[src/rtl/afca_pkg.sv]
// Shared types and constants for the airflow curve averaging block.
// Used by afca_curve_regs, afca_serial_mul, afca_serial_div and the top level.
// No dependencies.
package afca_pkg;

	localparam int CURVE_POINTS = 8;
	localparam int NUM_REGS     = 8;

	localparam int MV_W    = 16;
	localparam int FLOW_W  = 20;
	localparam int REG_W   = MV_W + FLOW_W;
	localparam int SUM_W   = 28;
	localparam int TALLY_W = 8;
	localparam int PROD_W  = FLOW_W + MV_W;
	localparam int IDX_W   = $clog2(NUM_REGS);

	localparam int MUL_STEPS = MV_W;
	localparam int DIV_STEPS = FLOW_W;
	localparam int MUL_CNT_W = $clog2(MUL_STEPS);
	localparam int DIV_CNT_W = $clog2(DIV_STEPS);

	localparam logic [TALLY_W-1:0] TALLY_MAX = {TALLY_W{1'b1}};
	localparam logic [IDX_W-1:0]   LAST_SEG  = IDX_W'(CURVE_POINTS - 2);

	localparam logic FUNC_SAMPLE = 1'b0;
	localparam logic FUNC_SYNC   = 1'b1;

	localparam logic [REG_W-1:0] BP_RESET [NUM_REGS] = '{
		36'd1556088832, 36'd1658849792, 36'd1876954880, 36'd2384469504,
		36'd3027254272, 36'd3802167296, 36'd4690344448, 36'd5181108736
	};

	// One curve breakpoint as it sits in a register
	typedef struct packed {
		logic [MV_W-1:0]   mv;
		logic [FLOW_W-1:0] flow;
	} point_t;

	typedef enum logic [2:0] {
		ST_IDLE,
		ST_FIRST,
		ST_SEARCH,
		ST_MUL,
		ST_DIV_SLOPE,
		ST_ACCUM,
		ST_DIV_MEAN,
		ST_OUT
	} state_t;

endpackage

[src/rtl/airflow_curve_average_top.sv]
// Airflow curve averaging top level: breakpoint search, serial interpolation,
// window accumulation and mean output. Depends on afca_pkg and all afca_* units.
// A sample stalls the input, unless the window is full, while point 0 is read, the segments are
// searched, the multiplier and divider run where needed and the flow is accumulated. A sync stalls
// it while the divider forms the mean (skipped when the window is empty) and while it waits for the output register.
// Reset restores the default curve and clears sum, count, drop flag and output valid.
module airflow_curve_average_top (
	input  logic                           clk,
	input  logic                           arst_n,
	input  logic                           cfg_we,
	input  logic [afca_pkg::IDX_W-1:0]     cfg_index,
	input  logic [afca_pkg::REG_W-1:0]     cfg_data,
	input  logic                           in_valid,
	output logic                           in_stall,
	input  logic                           func,
	input  logic [afca_pkg::MV_W-1:0]      sensor_millivolts,
	output logic                           out_valid,
	input  logic                           out_stall,
	output logic [afca_pkg::FLOW_W-1:0]    mean_flow,
	output logic [afca_pkg::TALLY_W-1:0]   samples_used,
	output logic                           window_empty,
	output logic                           window_overflow
);

	afca_pkg::state_t                 state_q, state_d;
	logic                             in_acc;

	logic [afca_pkg::IDX_W-1:0]       idx_q;
	logic [afca_pkg::IDX_W-1:0]       rd_idx;
	afca_pkg::point_t                 pt;

	logic [afca_pkg::MV_W-1:0]        mv_q;
	logic [afca_pkg::MV_W-1:0]        prev_x_q;
	logic [afca_pkg::FLOW_W-1:0]      prev_y_q;
	logic [afca_pkg::MV_W-1:0]        dx_q;
	logic                             neg_q;
	logic [afca_pkg::FLOW_W-1:0]      flow_q;
	logic [afca_pkg::FLOW_W-1:0]      mean_q;

	logic [afca_pkg::SUM_W-1:0]       sum_q;
	logic [afca_pkg::TALLY_W-1:0]     tally_q;
	logic                             dropped_q;

	logic                             out_valid_q;
	logic [afca_pkg::FLOW_W-1:0]      out_mean_q;
	logic [afca_pkg::TALLY_W-1:0]     out_tally_q;
	logic                             out_empty_q;
	logic                             out_ovf_q;

	logic                             seg_hit;
	logic                             dy_neg;
	logic [afca_pkg::FLOW_W-1:0]      dy;
	logic                             mul_start, mul_done;
	logic [afca_pkg::PROD_W-1:0]      product;
	logic                             div_start, div_done;
	logic [afca_pkg::PROD_W-1:0]      div_num;
	logic [afca_pkg::MV_W-1:0]        div_den;
	logic [afca_pkg::FLOW_W-1:0]      quotient;
	logic                             out_free;

	assign in_stall = (state_q != afca_pkg::ST_IDLE);
	assign in_acc   = in_valid && !in_stall;
	assign out_free = !out_valid_q || !out_stall;

	// Read point 0 first, then point idx+1 during the search
	assign rd_idx = (state_q == afca_pkg::ST_SEARCH) ? idx_q + 1'b1 : '0;

	afca_curve_regs u_regs (
		.clk       (clk),
		.arst_n    (arst_n),
		.cfg_we    (cfg_we),
		.cfg_index (cfg_index),
		.cfg_data  (cfg_data),
		.rd_idx    (rd_idx),
		.rd_point  (pt)
	);

	// Segment found and its flow rise or fall
	assign seg_hit = (mv_q < pt.mv);
	assign dy_neg  = (pt.flow < prev_y_q);
	assign dy      = dy_neg ? prev_y_q - pt.flow : pt.flow - prev_y_q;

	afca_serial_mul u_mul (
		.clk     (clk),
		.arst_n  (arst_n),
		.start   (mul_start),
		.mcand   (dy),
		.mplier  (mv_q - prev_x_q),
		.done    (mul_done),
		.product (product)
	);

	// Divider serves the slope and the window mean
	assign div_num = (state_q == afca_pkg::ST_MUL) ? product
		: {{(afca_pkg::PROD_W - afca_pkg::SUM_W){1'b0}}, sum_q};
	assign div_den = (state_q == afca_pkg::ST_MUL) ? dx_q
		: {{(afca_pkg::MV_W - afca_pkg::TALLY_W){1'b0}}, tally_q};

	afca_serial_div u_div (
		.clk      (clk),
		.arst_n   (arst_n),
		.start    (div_start),
		.dividend (div_num),
		.divisor  (div_den),
		.done     (div_done),
		.quotient (quotient)
	);

	// Next state and unit starts
	always_comb begin
		state_d   = state_q;
		mul_start = 1'b0;
		div_start = 1'b0;
		case (state_q)
			afca_pkg::ST_IDLE: begin
				if (in_acc) begin
					if (func == afca_pkg::FUNC_SYNC) begin
						if (tally_q == '0) begin
							state_d = afca_pkg::ST_OUT;
						end else begin
							div_start = 1'b1;
							state_d   = afca_pkg::ST_DIV_MEAN;
						end
					end else if (tally_q != afca_pkg::TALLY_MAX) begin
						state_d = afca_pkg::ST_FIRST;
					end
				end
			end
			afca_pkg::ST_FIRST: begin
				state_d = (mv_q <= pt.mv) ? afca_pkg::ST_ACCUM : afca_pkg::ST_SEARCH;
			end
			afca_pkg::ST_SEARCH: begin
				if (seg_hit) begin
					mul_start = 1'b1;
					state_d   = afca_pkg::ST_MUL;
				end else if (idx_q == afca_pkg::LAST_SEG) begin
					state_d = afca_pkg::ST_ACCUM;
				end
			end
			afca_pkg::ST_MUL: begin
				if (mul_done) begin
					div_start = 1'b1;
					state_d   = afca_pkg::ST_DIV_SLOPE;
				end
			end
			afca_pkg::ST_DIV_SLOPE: begin
				if (div_done) begin
					state_d = afca_pkg::ST_ACCUM;
				end
			end
			afca_pkg::ST_ACCUM: begin
				state_d = afca_pkg::ST_IDLE;
			end
			afca_pkg::ST_DIV_MEAN: begin
				if (div_done) begin
					state_d = afca_pkg::ST_OUT;
				end
			end
			afca_pkg::ST_OUT: begin
				if (out_free) begin
					state_d = afca_pkg::ST_IDLE;
				end
			end
			default: begin
				state_d = afca_pkg::ST_IDLE;
			end
		endcase
	end

	// State register
	always_ff @(posedge clk or negedge arst_n) begin
		if (!arst_n) begin
			state_q <= afca_pkg::ST_IDLE;
		end else begin
			state_q <= state_d;
		end
	end

	// Window state: sum, count and drop flag
	always_ff @(posedge clk or negedge arst_n) begin
		if (!arst_n) begin
			sum_q     <= '0;
			tally_q   <= '0;
			dropped_q <= 1'b0;
		end else if (state_q == afca_pkg::ST_ACCUM) begin
			sum_q   <= sum_q + {{(afca_pkg::SUM_W - afca_pkg::FLOW_W){1'b0}}, flow_q};
			tally_q <= tally_q + 1'b1;
		end else if (state_q == afca_pkg::ST_OUT && out_free) begin
			sum_q     <= '0;
			tally_q   <= '0;
			dropped_q <= 1'b0;
		end else if (in_acc && func == afca_pkg::FUNC_SAMPLE
				&& tally_q == afca_pkg::TALLY_MAX) begin
			dropped_q <= 1'b1;
		end
	end

	// Interpolation datapath
	always_ff @(posedge clk) begin
		if (in_acc) begin
			mv_q <= sensor_millivolts;
		end
		case (state_q)
			afca_pkg::ST_FIRST: begin
				prev_x_q <= pt.mv;
				prev_y_q <= pt.flow;
				flow_q   <= pt.flow;
				idx_q    <= '0;
			end
			afca_pkg::ST_SEARCH: begin
				if (seg_hit) begin
					dx_q  <= pt.mv - prev_x_q;
					neg_q <= dy_neg;
				end else begin
					prev_x_q <= pt.mv;
					prev_y_q <= pt.flow;
					flow_q   <= pt.flow;
					idx_q    <= idx_q + 1'b1;
				end
			end
			afca_pkg::ST_DIV_SLOPE: begin
				if (div_done) begin
					flow_q <= neg_q ? prev_y_q - quotient : prev_y_q + quotient;
				end
			end
			afca_pkg::ST_IDLE: begin
				mean_q <= '0;
			end
			afca_pkg::ST_DIV_MEAN: begin
				if (div_done) begin
					mean_q <= quotient;
				end
			end
			default: begin
				flow_q <= flow_q;
			end
		endcase
	end

	// Output register: hold the transaction until taken
	always_ff @(posedge clk or negedge arst_n) begin
		if (!arst_n) begin
			out_valid_q <= 1'b0;
		end else if (state_q == afca_pkg::ST_OUT && out_free) begin
			out_valid_q <= 1'b1;
		end else if (!out_stall) begin
			out_valid_q <= 1'b0;
		end
	end

	always_ff @(posedge clk) begin
		if (state_q == afca_pkg::ST_OUT && out_free) begin
			out_mean_q  <= mean_q;
			out_tally_q <= tally_q;
			out_empty_q <= (tally_q == '0);
			out_ovf_q   <= dropped_q;
		end
	end

	assign out_valid       = out_valid_q;
	assign mean_flow       = out_mean_q;
	assign samples_used    = out_tally_q;
	assign window_empty    = out_empty_q;
	assign window_overflow = out_ovf_q;

endmodule

[src/rtl/afca_curve_regs.sv]
// Breakpoint register file: eight 36-bit curve points, one write port,
// one read port. Depends on afca_pkg.
module afca_curve_regs (
	input  logic                          clk,
	input  logic                          arst_n,
	input  logic                          cfg_we,
	input  logic [afca_pkg::IDX_W-1:0]    cfg_index,
	input  logic [afca_pkg::REG_W-1:0]    cfg_data,
	input  logic [afca_pkg::IDX_W-1:0]    rd_idx,
	output afca_pkg::point_t              rd_point
);

	logic [afca_pkg::REG_W-1:0] bp_q [afca_pkg::NUM_REGS];

	// Load reset curve, then take writes
	always_ff @(posedge clk or negedge arst_n) begin
		if (!arst_n) begin
			for (int k = 0; k < afca_pkg::NUM_REGS; k++) begin
				bp_q[k] <= afca_pkg::BP_RESET[k];
			end
		end else if (cfg_we) begin
			bp_q[cfg_index] <= cfg_data;
		end
	end

	// Select one point
	assign rd_point = afca_pkg::point_t'(bp_q[rd_idx]);

endmodule

[src/rtl/afca_serial_mul.sv]
// Bit-serial shift-add multiplier: 20-bit multiplicand by 16-bit multiplier,
// one multiplier bit per cycle. Depends on afca_pkg.
module afca_serial_mul (
	input  logic                           clk,
	input  logic                           arst_n,
	input  logic                           start,
	input  logic [afca_pkg::FLOW_W-1:0]    mcand,
	input  logic [afca_pkg::MV_W-1:0]      mplier,
	output logic                           done,
	output logic [afca_pkg::PROD_W-1:0]    product
);

	logic                             busy_q;
	logic                             done_q;
	logic [afca_pkg::MUL_CNT_W-1:0]   cnt_q;
	logic [afca_pkg::PROD_W-1:0]      acc_q;
	logic [afca_pkg::FLOW_W-1:0]      mcand_q;
	logic [afca_pkg::FLOW_W:0]        partial;

	// Add multiplicand into the upper half when the low bit is set
	assign partial = {1'b0, acc_q[afca_pkg::PROD_W-1:afca_pkg::MV_W]}
		+ (acc_q[0] ? {1'b0, mcand_q} : '0);

	// Step counter
	always_ff @(posedge clk or negedge arst_n) begin
		if (!arst_n) begin
			busy_q <= 1'b0;
			done_q <= 1'b0;
			cnt_q  <= '0;
		end else begin
			done_q <= 1'b0;
			if (start) begin
				busy_q <= 1'b1;
				cnt_q  <= '0;
			end else if (busy_q) begin
				cnt_q <= cnt_q + 1'b1;
				if (cnt_q == afca_pkg::MUL_CNT_W'(afca_pkg::MUL_STEPS - 1)) begin
					busy_q <= 1'b0;
					done_q <= 1'b1;
				end
			end
		end
	end

	// Shift the accumulator right, multiplier bits drain from the bottom
	always_ff @(posedge clk) begin
		if (start) begin
			mcand_q <= mcand;
			acc_q   <= {{afca_pkg::FLOW_W{1'b0}}, mplier};
		end else if (busy_q) begin
			acc_q <= {partial, acc_q[afca_pkg::MV_W-1:1]};
		end
	end

	assign done    = done_q;
	assign product = acc_q;

endmodule

[src/rtl/afca_serial_div.sv]
// Restoring divider, one quotient bit per cycle, 20-bit quotient.
// The dividend's upper 16 bits must be below the divisor. Depends on afca_pkg.
module afca_serial_div (
	input  logic                           clk,
	input  logic                           arst_n,
	input  logic                           start,
	input  logic [afca_pkg::PROD_W-1:0]    dividend,
	input  logic [afca_pkg::MV_W-1:0]      divisor,
	output logic                           done,
	output logic [afca_pkg::FLOW_W-1:0]    quotient
);

	logic                             busy_q;
	logic                             done_q;
	logic [afca_pkg::DIV_CNT_W-1:0]   cnt_q;
	logic [afca_pkg::MV_W-1:0]        rem_q;
	logic [afca_pkg::MV_W-1:0]        dvs_q;
	logic [afca_pkg::FLOW_W-1:0]      work_q;
	logic [afca_pkg::MV_W:0]          shifted;
	logic [afca_pkg::MV_W:0]          diff;
	logic                             qbit;

	// Trial subtract of the divisor from the shifted remainder
	assign shifted = {rem_q, work_q[afca_pkg::FLOW_W-1]};
	assign diff    = shifted - {1'b0, dvs_q};
	assign qbit    = !diff[afca_pkg::MV_W];

	// Step counter
	always_ff @(posedge clk or negedge arst_n) begin
		if (!arst_n) begin
			busy_q <= 1'b0;
			done_q <= 1'b0;
			cnt_q  <= '0;
		end else begin
			done_q <= 1'b0;
			if (start) begin
				busy_q <= 1'b1;
				cnt_q  <= '0;
			end else if (busy_q) begin
				cnt_q <= cnt_q + 1'b1;
				if (cnt_q == afca_pkg::DIV_CNT_W'(afca_pkg::DIV_STEPS - 1)) begin
					busy_q <= 1'b0;
					done_q <= 1'b1;
				end
			end
		end
	end

	// Shift dividend bits in at the top, quotient bits in at the bottom
	always_ff @(posedge clk) begin
		if (start) begin
			rem_q  <= dividend[afca_pkg::PROD_W-1:afca_pkg::FLOW_W];
			work_q <= dividend[afca_pkg::FLOW_W-1:0];
			dvs_q  <= divisor;
		end else if (busy_q) begin
			rem_q  <= qbit ? diff[afca_pkg::MV_W-1:0] : shifted[afca_pkg::MV_W-1:0];
			work_q <= {work_q[afca_pkg::FLOW_W-2:0], qbit};
		end
	end

	assign done     = done_q;
	assign quotient = work_q;

endmodule
[config.mk]
export PLATFORM = sky130hd
export DESIGN_NAME = airflow_curve_average_top
export DESIGN_NICKNAME = d
export VERILOG_FILES = /design/src/rtl/afca_pkg.sv /design/src/rtl/airflow_curve_average_top.sv /design/src/rtl/afca_curve_regs.sv /design/src/rtl/afca_serial_mul.sv /design/src/rtl/afca_serial_div.sv
export SDC_FILE = /design/constraint.sdc
export NUM_CORES = 1
export LEC_CHECK = 0
export BUFFER_PORTS_ARGS = -buffer_cell sky130_fd_sc_hd__buf_2
export CORE_UTILIZATION = 45
export DETAILED_ROUTE_END_ITERATION = 10
export GPL_ROUTABILITY_DRIVEN = 0
export RECOVER_POWER = 50
export SLEW_MARGIN = 20
export SYNTH_ARGS = -nofsm -noshare
export SYNTH_HDL_FRONTEND = slang
export SYNTH_SLANG_ARGS = --single-unit
[constraint.sdc]
create_clock -name clk -period 17.53 [get_ports clk]
set_input_delay 4.3825 -clock clk [delete_from_list [all_inputs] [get_ports clk]]
set_output_delay 4.3825 -clock clk [all_outputs]
set_load 0.005 [all_outputs]
### Yosys cells after proc, flatten, opt, wreduce, memory -nomap -nowiden

Cells that the tools add are included.

| word-level totals | value |
|---|---|
| register bits after elaboration | 592 |
| input port bits | 61 |
| output and inout port bits | 32 |
| logic and storage cells | 180 |

| operators by class | value |
|---|---|
| add/sub/neg operators | 13 |
| $lt $le $gt $ge | 6 |
| equal/unequal tests | 21 |
| mux-type cells | 72 |
| bitwise logic cells | 4 |
| reduce and logical (&&, ||, !) cells | 26 |

Operator list:

| kind | count |
|---|---|
| $bwmux 288 | 1 |
| $mux 20 | 8 |
| $mux 36 | 4 |
| $bmux 36 s3 | 1 |
| $demux 36 s3 | 1 |
| $mux 16 | 6 |
| $pmux 20 s2 | 2 |
| $pmux 20 s3 | 1 |
| $sub 20x20->20 | 3 |
| $mux 28 | 2 |
| $mux 3 | 12 |
| $pmux 16 s2 | 1 |
| $sub 16x16->16 | 2 |
| $add 28x20->28 | 1 |
| $mux 8 | 3 |
| $pmux 3 s8 | 1 |
| $mux 1 | 23 |
| $add 20x20->21 | 1 |
| $add 20x20->20 | 1 |
| $lt 20x20->1 | 1 |
| $sub 17x16->17 | 1 |
| $le 16x16->1 | 1 |
| $lt 16x16->1 | 1 |
| $eq 3x3->1 const B | 5 |
| other kinds (32) | 59 |

### Longest topological paths before layout

Gate-level depths: netlist of run 1.

| depth | value |
|---|---|
| depth after elaboration | 10 |
| depth in mapped cells | 24 |

### Modules after synthesis

A second synthesis of run 1 with hierarchy kept.

| unflattened totals | value |
|---|---|
| cells, all modules | 2674 |
| area, all modules | 32862.8 sq um |

By module, submodules not included:

| module | times used | cells an instance | area each (sq um) |
|---|---|---|---|
| airflow_curve_average_top | 1 | 1331 | 13142.6 |
| afca_curve_regs | 1 | 743 | 12996.2 |
| afca_serial_div | 1 | 305 | 3424.5 |
| afca_serial_mul | 1 | 295 | 3299.4 |

### Worst setup path after synthesis of run 1

Ideal clock, no wire load.

| timing | value |
|---|---|
| path type | reg2reg |
| from | register idx_q[0] (netlist bit) |
| to | register flow_q[0] (netlist bit) (enable) |
| arrival time | 6.103 ns |
| setup slack | 11.051 ns |
| cell stages (with the launch flop) | 20 |
| period minus slack after synthesis | 6.479 ns |
| cells stage by stage | edfxtp_1 -> clkbuf_1 -> clkinv_1 -> clkbuf_1 -> clkbuf_1 -> ha_1 -> or2_2 -> clkbuf_1 -> clkbuf_1 -> o31ai_1 -> inv_1 -> ha_1 -> nor2b_1 -> o21a_1 -> o21ai_0 -> nand2b_1 -> a221o_1 -> nand3b_1 -> a21oi_1 -> a21o_1 |

RTL lines:

| element | line | source |
|---|---|---|
| from (decl) | airflow_curve_average_top.sv:28 | `logic [afca_pkg::IDX_W-1:0] idx_q;` |
| from (signal assigned) | airflow_curve_average_top.sv:218 | `idx_q <= idx_q + 1'b1;` |
| to (signal assigned) | airflow_curve_average_top.sv:207 | `flow_q <= pt.flow;` |
| to (signal assigned) | airflow_curve_average_top.sv:217 | `flow_q <= pt.flow;` |
| to (signal assigned) | airflow_curve_average_top.sv:223 | `flow_q <= neg_q ? prev_y_q - quotient : prev_y_q + quotient;` |
| to (decl) | airflow_curve_average_top.sv:37 | `logic [afca_pkg::FLOW_W-1:0] flow_q;` |

==> impl_metrics.csv, run 1 <==
group,metric,value,unit
grt,grt_pass1_wl,133,mm
timing,tightestPinTransition,6.48,ns
detailed_routing,drc_errors,0,
place,place_hpwl,57.9,mm
grt,grt_remaining_overflow,0,
synth,yosysWarnings,0,
worst_setup_path,reg2reg_from,"state_q[0]",
timing,max_freq,88.1,MHz
timing,setup_tns,0,ns
detailed_routing,dr.pass1.iters,5,
worst_setup_path,worstSetupPathType,"flip-flop to flip-flop",
cells_and_area,finalNetCount,3419,
worst_setup_path,crit_path_max_incr_delay,2.61,ns
synth,async_reset_ff_share,57.8,%
run_status,violations,"max-capacitance violations, max-slew violations",
detailed_routing,wl_met2,38.3,mm
synth,synth_top_cells_by_area,"edfxtp_1 (21%), dfrtp_1 (20%), mux2_2 (9.2%)",
power_and_ir_drop,irDropWorstVdd,93.5,uV
detailed_routing,first_iter_violations,1812,
worst_setup_path,cp_data_arrival_time,11.70,ns
grt,antenna_found_initial,4,
run_status,status,"complete, but fails checks",
power_and_ir_drop,p_leak,0.0153,uW
power_and_ir_drop,power_density,201,mW/mm2
cts,path_clk_slew,0.06,ns
place,portBuffers,92,
grt,grt_pass1_vias,23600,
grt,grtUsageTotal,22.9,%
job,maxCapViolCount,15,
grt,grt_max_degree,164,
worst_setup_path,cp-endpoint,"u_mul.mcand_q[18]",
worst_setup_path,r2r_slack,6.17,ns
cells_and_area,n_antenna_cell,0,
synth,syn_nets,3391,
cells_and_area,final_common_cell,"nand2_1",
timing,clock_skew,0.0221,ns
worst_setup_path,worst_r2r_path_depth,21,
min_path,min_path_type,"flip-flop to flip-flop",
detailed_routing,ant_nets,0,
worst_setup_path,crit_path_end_kind,"flip-flop",
synth,postSynthCellCount,3155,
cts,cts_resized,0,
floorplanning,die_h,271,um
timing,setup_viol_count_final,0,
timing,min_period,11.36,ns
cells_and_area,final_cell_mix,"nand2_1 (384), mux2_2 (266), dfrtp_1 (259)",
cts,ctsHoldBuffers,0,
timing,maxSlewHeadroom,-332,%
timing,rsz0062_at_grt,"no",
floorplanning,fp-row-count,98,
synth,synth_edf_count,230,
cts,cts_sinks,592,
synth,synth_top_area_share,21.2,%
worst_setup_path,path_max_fanout,78,
worst_setup_path,cp_slowest_cell,"clkbuf_1",
cts,post-cts-setup-buffer-count,0,
synth,yosysTopAreaCell,"edfxtp_1",
detailed_routing,top_layer,"met5",
cts,cts_tree,"done",
detailed_routing,wl_per_cell,20.1,um
detailed_routing,routed_via_density,5.71,
cts,clock_path_buffers,3,
synth,synth-main-ff-cell,"dfrtp_1",
floorplanning,die_area,0.0735,mm2
detailed_routing,drt-met1-wl,37.9,mm
synth,synth_area,0.0326,mm2
floorplanning,core_area,0.0716,mm2
worst_setup_path,required,17.88,ns
synth,ys_seq_area_share,49.0,%
cells_and_area,drive_above_1_share,18.1,%
worst_setup_path,crit_start,"state_q[0]",
detailed_routing,met3_wirelength,5.04,mm
synth,syn_avg_cell_area,10.3,um2
floorplanning,start_util,45.5,%
cells_and_area,fin_util,50.2,%
floorplanning,die_w,271,um
synth,ys_ff_latch,592,
worst_setup_path,worst_path_most_repeated_cell,"nand3_1",
timing,period_share,64.8,%
worst_setup_path,worstSetupStartpointType,"flip-flop",
detailed_routing,routed_wl,84.1,mm
cells_and_area,n_fill_cell,6518,
cts,htreeDepth,3,
worst_setup_path,r2r-end,"u_mul.mcand_q[18]",
cts,cts-buffers-inserted,68,
worst_setup_path,path_cells,"inv_1, nand3_1, clkbuf_1, nand2b_2, clkbuf_1, nand2_1, nand3_1, nand3_1, o21ai_0, inv_1, fa_1, nor2b_1, o21ai_0, a21boi_1, a221o_1, a31oi_4, o21bai_2, inv_2, a2111oi_0, a31oi_1, xor2_1",
cells_and_area,syn2layout_area_growth,10.3,%
cts,cts_root_buf,"clkbuf_16",
floorplanning,ios,93,
detailed_routing,num_vias,23900,
timing,hold_viol,0,
timing,slew_viol_final,802,
cts,clock_latency,0.61,ns
synth,synth.distinct_cells,86,
[state kept, by name, summed over array words and instances, names as in the netlist, 3 cells and up]
name            count
prev_x_q           16
u_mul.cnt_q         4
state_q             3
mean_flow          20
mean_q             20
u_div.cnt_q         5
samples_used        8
u_div.dvs_q        16
flow_q             20
tally_q             8
u_mul.mcand_q      20
sum_q              28
u_div.quotient     20
dx_q               16
idx_q               3
prev_y_q           20
u_div.rem_q        16
mv_q               16
u_mul.product      36
u_regs.bp_q       288
[synth_stat cells (53+ instances only)]
| cell type | instances |
|---|---|
| nand2_1 | 384 |
| mux2_2 | 266 |
| dfrtp_1 | 259 |
| edfxtp_1 | 230 |
| nor2_1 | 171 |
| ha_1 | 167 |
| o21ai_0 | 163 |
| a21oi_1 | 159 |
| inv_1 | 149 |
| clkbuf_1 | 137 |
| nand3_1 | 128 |
| nor3_1 | 104 |
| dfstp_2 | 83 |
| xnor2_1 | 79 |
| a21o_1 | 78 |
| a31oi_1 | 61 |
| and2_1 | 53 |
[routing by layer]
metal | vias to the layer above | track usage (%)
met2 | 733 | 36.5
met3 | 178 | 4.11
li1 | 11300 | -
met4 | 6 | 8.58
met1 | 11800 | 30.9
met5 | - | 0
[worst max-delay path: cells and delay by family (launching register included)]
family	cells	cell delay [ns]
DFF	1	0.78
adders and majority gates	1	0.49
xor gates and xnor gates	1	0.15
buffers and inverters	5	5.81
and+or+nand+nor	6	1.29
AOI/OAI and AO/OA	8	2.46
[cell families after synthesis]
| group | Yosys count | share of synthesized area [%] |
|---|---|---|
| buffers and inverters | 320 | 3.83 |
| muxes | 313 | 10.7 |
| and+or+nand+nor | 991 | 14.0 |
| adders and majority gates | 175 | 6.91 |
| xor gates and xnor gates | 129 | 3.53 |
| AOI/OAI and AO/OA | 635 | 12.0 |
| DFF | 592 | 49.0 |
[where the power goes]
| group | switching [uW] | internal, uW | total (uW) | leakage [uW] |
|---|---|---|---|---|
| sequential | 304 | 2070 | 2380 | 0.00637 |
| clock | 580 | 791 | 1370 | 0.00106 |
| combinational | 2070 | 1400 | 3470 | 0.00783 |
[area by class of cell]
type	count	area (um2)	area share (%)
sequential	592	16000	44.4
multi-input combinational	2243	15400	42.8
clock buffer	101	1940	5.39
tap	950	1190	3.31
timing repair buffer	122	634	1.77
inverter	156	586	1.63
clock inverter	23	228	0.634
[worst min-delay path by stage]
stage | from | end | depth (start not counted)
final | mean_q[15] | mean_flow[15] | 0
after global routing | mean_q[16] | mean_flow[16] | 0
after CTS | mean_q[9] | mean_flow[9] | 0
after detailed placement | mean_q[9] | mean_flow[9] | 0
after global placement | mean_q[13] | mean_flow[13] | 0
after floorplan | mean_q[0] | mean_flow[0] | 0
[through the flow]
stage	setup slack, ns	hold WS (ns)	area (um2)	power (uW)	cells
2_1_floorplan	11.05	0.400	32600	4890	3155
3_3_place_gp	10.78	0.401	33900	5720	4063
3_5_place_dp	10.58	0.405	33900	5820	4063
4_1_cts	10.60	0.417	36000	7220	4187
5_1_grt	5.12	0.421	35900	7720	4187
6_report	6.17	0.416	35900	7220	4187
Note: power is estimated with default switching activity, not from simulation.
==> run 2: changes to the inputs <==
==> constraint.sdc (replaced) <==
create_clock -name clk -period 10.42 [get_ports clk]
set_input_delay 2.605 -clock clk [delete_from_list [all_inputs] [get_ports clk]]
set_output_delay 2.605 -clock clk [all_outputs]
set_load 0.005 [all_outputs]
==> run 2 against run 1 <==
The run still ends with max-capacitance violations, max-slew violations left; sequential share of layout area down 0.22 points; core utilization increased by 0.25 points; routed wire length grew 0.77%; first-iteration DRC count increased by 4.6%; clock skew grew 0.0060 ns; flip-flop and latch count unchanged; worst setup slack worse by 3.2 ns.
==> impl_metrics.csv, run 2 (same netlist as run 1, synthesis figures left out) <==
group,metric,value,unit
floorplanning,ios,93,
cells_and_area,post-route-cell-area,0.0361,mm2
cts,cts_sinks,592,
detailed_routing,routed_via_density,5.70,
detailed_routing,num_vias,23900,
power_and_ir_drop,irDropWorstVdd,133,uV
worst_setup_path,required,10.78,ns
power_and_ir_drop,p_leak,0.0153,uW
cells_and_area,n_fill_cell,6529,
timing,max_freq,134,MHz
place,dp.cells,4063,
detailed_routing,routed_wl,84.8,mm
worst_setup_path,cp.depth,20,
grt,grt_max_degree,164,
cts,clock_path_buffers,3,
floorplanning,die_area,0.0735,mm2
power_and_ir_drop,fin_total_pwr,12300,uW
cells_and_area,drive_above_1_share,18.4,%
worst_setup_path,reg2reg_from,"state_q[0]",
grt,grt_pass1_vias,23800,
worst_setup_path,crit_path_max_incr_delay,1.52,ns
cts,cts_tree,"done",
run_status,violations,"max-capacitance violations, max-slew violations",
detailed_routing,met3_wirelength,4.35,mm
worst_setup_path,crit_start,"state_q[0]",
cells_and_area,largest_register_ffs,288,
min_path,min_path_type,"flip-flop to flip-flop",
cts,path_clk_slew,0.06,ns
timing,hold_viol,0,
timing,tightestPinTransition,4.02,ns
power_and_ir_drop,power_density,341,mW/mm2
timing,clock_skew,0.0280,ns
worst_setup_path,critical_path.top_delay_family,"buffers and inverters",
detailed_routing,first_iter_violations,1895,
timing,setup_viol_count_final,0,
cells_and_area,final_common_cell,"nand2_1",
cells_and_area,seq_area,0.0160,mm2
cts,cts-buffers-inserted,68,
power_and_ir_drop,power_frac_seq,32.6,%
worst_setup_path,r2r-end,"u_mul.mcand_q[18]",
detailed_routing,drc_errors,0,
worst_setup_path,worstSetupStartpointType,"flip-flop",
cts,cts_resized,0,
grt,grtUsageTotal,23.2,%
cts,ctsHoldBuffers,0,
job,maxCapViolCount,14,
cells_and_area,final_cell_mix,"nand2_1 (384), mux2_2 (266), dfrtp_1 (259)",
min_path,min_from,"mean_q[7]",
cts,cts_root_buf,"clkbuf_16",
timing,min_period,7.44,ns
grt,grt_pass1_wl,135,mm
cells_and_area,max_flop_register,"u_regs.bp_q",
timing,slew_viol_final,737,
floorplanning,start_util,45.5,%
worst_setup_path,worst_r2r_path_depth,20,
cells_and_area,n_antenna_cell,0,
worst_setup_path,path_cells,"inv_1, nand3_2, nand2b_2, buf_4, inv_1, buf_12, o21ai_0, o21ai_0, nor2_1, a31oi_1, ha_1, nand3_1, nor2_1, a221o_1, a31oi_4, o21bai_2, inv_2, a2111oi_0, a31oi_1, xor2_1",
power_and_ir_drop,power.switching,4980,uW
cts,clock_latency,0.63,ns
floorplanning,die_w,271,um
worst_setup_path,cp_num_buf_inv,5,
place,placed_area,0.0339,mm2
worst_setup_path,worstSetupPathType,"flip-flop to flip-flop",
power_and_ir_drop,comb_power_share,47.2,%
grt,grt_remaining_overflow,0,
grt,antenna_found_initial,4,
cts,post-cts-setup-buffer-count,0,
detailed_routing,wl_met2,39.6,mm
cts,htreeDepth,3,
cells_and_area,fin_util,50.4,%
detailed_routing,drt-met1-wl,39.0,mm
place,place_hpwl,57.9,mm
worst_setup_path,cp-endpoint,"u_mul.mcand_q[18]",
floorplanning,fp-row-count,98,
worst_setup_path,path_max_fanout,56,
timing,period_share,71.4,%
worst_setup_path,r2r_slack,2.98,ns
floorplanning,die_h,271,um
cells_and_area,stdcell_count,4189,
run_status,status,"complete, but fails checks",
cells_and_area,multi_input_area,0.0154,mm2
cells_and_area,finalNetCount,3419,
detailed_routing,top_layer,"met5",
power_and_ir_drop,clkPwrFrac,20.2,%
power_and_ir_drop,internal_power,7330,uW
floorplanning,core_area,0.0716,mm2
worst_setup_path,cp_slowest_cell,"inv_1",
worst_setup_path,cp_data_arrival_time,7.80,ns
timing,setup_tns,0,ns
place,portBuffers,92,
timing,rsz0062_at_grt,"no",
detailed_routing,ant_nets,0,
detailed_routing,wl_per_cell,20.2,um
detailed_routing,dr.pass1.iters,6,
cells_and_area,syn2layout_area_growth,10.9,%
power_and_ir_drop,p_sw_share,40.5,%
timing,maxSlewHeadroom,-168,%
worst_setup_path,crit_path_end_kind,"flip-flop",
[run 2: cell types whose count changed in the layout (fill, tap and decap cells not counted), sizes merged]
| cell | delta |
|---|---|
| clkinv | -1 |
| inv | +3 |
| clkinvlp | +2 |
| bufinv | +7 |
| clkbuf | -9 |
[run 2: how the worst min path moves through the flow]
stage,end,cells after the start
after global routing,mean_flow[15],0
after CTS,mean_flow[15],0
after detailed placement,mean_flow[15],0
after global placement,mean_flow[13],0
final,mean_flow[7],0
after floorplan,mean_flow[0],0
[run 2: final cells by class]
| class | instances | area share, % |
|---|---|---|
| Clock inverter | 34 | 1.23 |
| Timing Repair Buffer | 122 | 1.78 |
| Tap cell | 950 | 3.29 |
| Clock buffer | 92 | 5.24 |
| Inverter | 156 | 1.62 |
| Sequential cell | 592 | 44.2 |
| Multi-Input combinational cell | 2243 | 42.6 |
[run 2: power groups by stage]
stage / logic, uW / clock network [uW] / registers, uW
global placement: 5620 / 0 / 4000
finish: 5810 / 2490 / 4010
detailed placement: 5750 / 0 / 4030
global route: 6440 / 2620 / 4090
floorplan: 4420 / 0 / 3800
CTS: 5780 / 2530 / 3990
[run 2: metrics by stage]
stage	worst slack (ns)	hold slack (ns)
5_1_grt	2.45	0.414
6_report	2.98	0.417
3_3_place_gp	3.72	0.401
2_1_floorplan	3.94	0.400
3_5_place_dp	3.42	0.406
4_1_cts	3.43	0.419
[run 2: metal layers]
layer | global-route usage, % | vias up
li1 | - | 11300
met1 | 31.9 | 11800
met2 | 37.8 | 612
met3 | 4.20 | 141
met4 | 5.55 | 6
met5 | 0 | -
